`config.mk`:
```
export PLATFORM = sky130hd
export DESIGN_NAME = brc_ram
export DESIGN_NICKNAME = d
export VERILOG_FILES = /design/src/hdl/brc_ram.sv
export SDC_FILE = /design/constraint.sdc
export NUM_CORES = 2
export LEC_CHECK = 0
export BUFFER_PORTS_ARGS = -buffer_cell sky130_fd_sc_hd__clkbuf_2
export CORE_ASPECT_RATIO = 1.5
export CORE_MARGIN = 5
export CORE_UTILIZATION = 26
export DETAILED_ROUTE_END_ITERATION = 6
export PLACE_DENSITY = 0.38
export SLEW_MARGIN = 20
export SYNTH_ARGS = -nofsm -noshare
export SYNTH_HDL_FRONTEND = slang
export SYNTH_SLANG_ARGS = --single-unit
```
`constraint.sdc`:
```
create_clock -name clk -period 2.79 [get_ports clk]
set_clock_uncertainty 0.05 [all_clocks]
set_input_delay 0.1395 -clock clk [delete_from_list [all_inputs] [get_ports clk]]
set_output_delay 0.1395 -clock clk [all_outputs]
set_load 0.02 [all_outputs]
```
`src/hdl/brc_ram.sv`:
```
// Generic single-write, single-read RAM with registered read for the request checker.
// No dependencies.
module brc_ram
#(
    parameter int WIDTH = 16,
    parameter int DEPTH = 128
)
(
    input  logic                     clk,
    input  logic                     we,
    input  logic [$clog2(DEPTH)-1:0] waddr,
    input  logic [WIDTH-1:0]         wdata,
    input  logic [$clog2(DEPTH)-1:0] raddr,
    output logic [WIDTH-1:0]         rdata
);
    logic [WIDTH-1:0] mem [DEPTH];

    // Write port and registered read port.
    always_ff @(posedge clk)
    begin
        if (we)
        begin
            mem[waddr] <= wdata;
        end
        rdata <= mem[raddr];
    end
endmodule
```
== After elaboration in Yosys (flattened, before gate mapping) ==
Memories as Yosys holds them, arrays and structs flattened. A register that Yosys moved wholly into a read port is not among the register bits.
Cells that the tools add are included.
Storage, ports and cells
  register bits: 0
  bits in writable memories: 2048
  input port bits: 32
  output and inout bits: 16
  memories kept: 1
Memory list
  mem: words 128, width 16, read ports 1, clocked after memory_dff 1, wr ports 1, line 16  | logic [WIDTH-1:0] mem [DEPTH];
Operators by class
  multiplexer cells: 2
Operators with widths (number)
  $mux W1: 2

== Logic depth before layout (Yosys ltp) ==
  depth in word-level cells: 2
  gate-level depth with buffers: 7
  mapped depth without buffers: 4

== Worst setup path after synthesis ==
Ideal clock, no wire load.
  path type: input to register
  start point: input port raddr[0]
  end point: register rdata[0], read port of mem
  arrival: 2.514 ns
  required time: 2.619 ns
  slack: 0.105 ns
  stages on the path: 6
  buffers on the path: 2
  path through: buf_2 buf_1 mux4_2 mux4_2 mux4_2 mux2_2
RTL lines
  start: declaration: line 13  | input logic [$clog2(DEPTH)-1:0] raddr,
  end: declaration: line 14  | output logic [WIDTH-1:0] rdata

==> summary.txt <==
Timing
  • Setup TNS: 0 ps
  • Relative slew slack: 0.2465
  • RSZ-0062 raised after global routing: no
  • # setup viols final: 0
  • Final Slew Violations: 0
  • Final worst setup slack: 141.0 ps
  • Max Clock Freq: roughly 0.38 GHz
  • Worst-margin pin slew: around 1100 ps
  • Fin. Hold Viols: 0
  • Period utilization: 0.9494
  • Crit path time final: about 2600 ps

Floorplan
  • Die ar.: 313300 um2
  • I/O pin count: 48
  • Initial Utilization: 0.2606
  • Core area: around 300000 um2
  • Height of the die: roughly 680 um
  • Die Wd: around 460 um
  • Cell Rows: 247

Min path
  • Hold path startpoint: waddr[2]
  • Hold Crit Class: in -> reg

Critical path
  • Crit path DAT: ~3300 ps
  • Worst-path maximum fanout: 1
  • Worst path cell trace: mux4_2 -> mux4_2 -> mux4_2 -> mux2_2
  • Worst Path Required: ~3500 ps
  • Setup crit start: mem[4][3]$_DFFE_PP_
  • CP bufs+invs: 0
  • Kind of critical path: reg -> reg
  • Crit. End Element: flop
  • Startpoint Class: flop
  • Crit path top cell by count: mux4_2
  • RR Startpoint: mem[4][3]$_DFFE_PP_
  • Worst path top cell family by delay: multiplexers
  • CP peak stage delay: about 670 ps
  • Crit-path slowest cell: mux4_2

Clocking
  • Post-CTS setup buffer count: 0
  • CTS tree: yes
  • CTS Buf Count: between 200 and 250
  • CTS Buffer Depth: 4
  • Worst skew pair latency: 890 ps
  • H-tree levels: 4
  • Clock root buffer: clkbuf_16
  • CTS sink cnt: between 2k and 2.5k
  • Clock slew seen by the registers of the worst setup and hold paths: about 60 ps

Power
  • Total Power: 65.21 mW
  • Pwr Density: around 690 nW/um2
  • VDD IR max: between 0.4 and 0.5 mV
  • P_leak: around 29 nW

GRT
  • Initial antenna violation count: 24
  • First-pass GRT wire length: between 300 and 400 mm
  • Largest net degree at the start of global routing: 129
  • Grt ovf: 0
  • Vias in the first global route: slightly below 40k
  • Tot GR Track Use: 0.1593

Route
  • 1st-pass router iterations: 5
  • Post-Route WL: 251.3 mm
  • Via Count: between 30k and 40k
  • Initial DRC Count: around 3.1k
  • Vias per cell: about 4.6
  • Avg WL per Cell: approximately 33 um
  • Antenna-violating nets left: 0
  • DRC Markers: 0

Yosys
  • Post-Syn Instances: 3086
  • YS warnings: 0
  • Post-synth top area share: 0.7832
  • Synthesized area: about 80000 um2
  • Mean Syn Cell Area: 25.44 um2
  • Sequential fraction of the synthesis area: 0.7873
  • Largest cells by area after synthesis: edfxtp_1, mux4_2, nor2_1
  • Leading area contributor after synthesis: edfxtp_1
  • Post-synth net total: 3118
  • FF+latch count, synth: just over 2k
  • Netlist cell types: 17

Placed design
  • Port Buffers: 47
  • Place WS: -499.7 ps
  • Final GP Congestion: 0.7570
  • Placed cell areas: 87800 um2
  • Dpl hpwl: 158.5 mm

Final layout
  • Commonest non-fill, non-tap cell in the layout: edfxtp_1
  • Synth-to-layout area growth: 20.11%
  • Nets: 3609
  • Most frequent cells in the layout: edfxtp_1, mux4_2, buf_4
  • Layout cell share with drive strength beyond 1: 0.4065
  • Post-Layout Inst Area: about 94000 um2

Job
  • Max Cap Viol: 0

Status
  • Status: complete, no violations
[cell type report]
class	instances	area, um2
antenna	11	27.53
clock inverter	102	762.0
multi-input combinational	858	16350
tap	3984	4985
sequential	2064	61820
fill	28600	207000
clock buffer	267	5550
timing repair buffer	446	4816
[cells by family after synthesis]
logic type | count (synthesis) | synth area share
DFF | 2064 | 0.7873
muxes | 688 | 0.1950
and+or+nand+nor | 170 | 0.008875
buffers and inverters | 164 | 0.008812
[worst register-to-register path, delay by kind of cell (launching register included)]
kind / cells / cell delay, ps
muxes: 4 / 2130
DFF: 1 / 360
[through the flow]
stage | std cells | util | hold WS [ps]
after floorplan | 3086 | - | 188.4
after global placement | 7335 | 0.2914 | 490.9
after detailed placement | 7335 | 0.2914 | 496.5
after CTS | 7721 | 0.3129 | 2.109
after global routing | 7724 | 0.3129 | 41.57
final | 7732 | 0.3130 | 70.63
[registers in the layout, indices dropped and copies added, names as in the netlist]
signal	cells
mem	2048
rdata	16
[cell usage after synthesis]
| master | n |
|---|---|
| mux4_2 | 672 |
| nand3_1 | 12 |
| dfxtp_1 | 16 |
| edfxtp_1 | 2048 |
| buf_1 | 28 |
| nor2b_1 | 7 |
| nor3_1 | 9 |
| buf_4 | 1 |
| nor2_1 | 122 |
| nand2_1 | 14 |
| mux2_2 | 16 |
| or3_1 | 1 |
| clkbuf_1 | 82 |
| nand4_1 | 3 |
| buf_6 | 1 |
| nand2b_1 | 2 |
| buf_2 | 52 |
[metal layers]
| metal | vias to the layer above | track usage | routed length, um |
|---|---|---|---|
| met1 | 20140 | 0.1922 | 98890 |
| met2 | 699 | 0.3021 | 138500 |
| met4 | 8 | 0.03143 | 4848 |
| met3 | 267 | 0.02264 | 9097 |
| met5 | - | 0 | 46 |
| li1 | 14480 | - | - |
[repair_timing]
action | 4_1_cts | 5_1_grt
gates resized for setup | 0 | 0
hold endpoints to repair | 1361 | 0
hold buffers | 17 | 0
[where the power goes]
part / leakage [nW] / switching (mW) / internal (mW)
logic: 7.18 / 2.28 / 1.59
registers: 18.5 / 0.120 / 34.2
clock network: 3.10 / 12.0 / 15.0
total: 28.8 / 14.4 / 50.8
[final timing paths]
path,cells after the start,slack [ps],to
max,4,140,rdata[3]$_DFF_P_
min,4,70,mem[86][10]$_DFFE_PP_
max reg2reg,4,140,rdata[3]$_DFF_P_
min reg2reg,4,1120,rdata[8]$_DFF_P_
No activity file was read; power rests on OpenSTA's default activity.
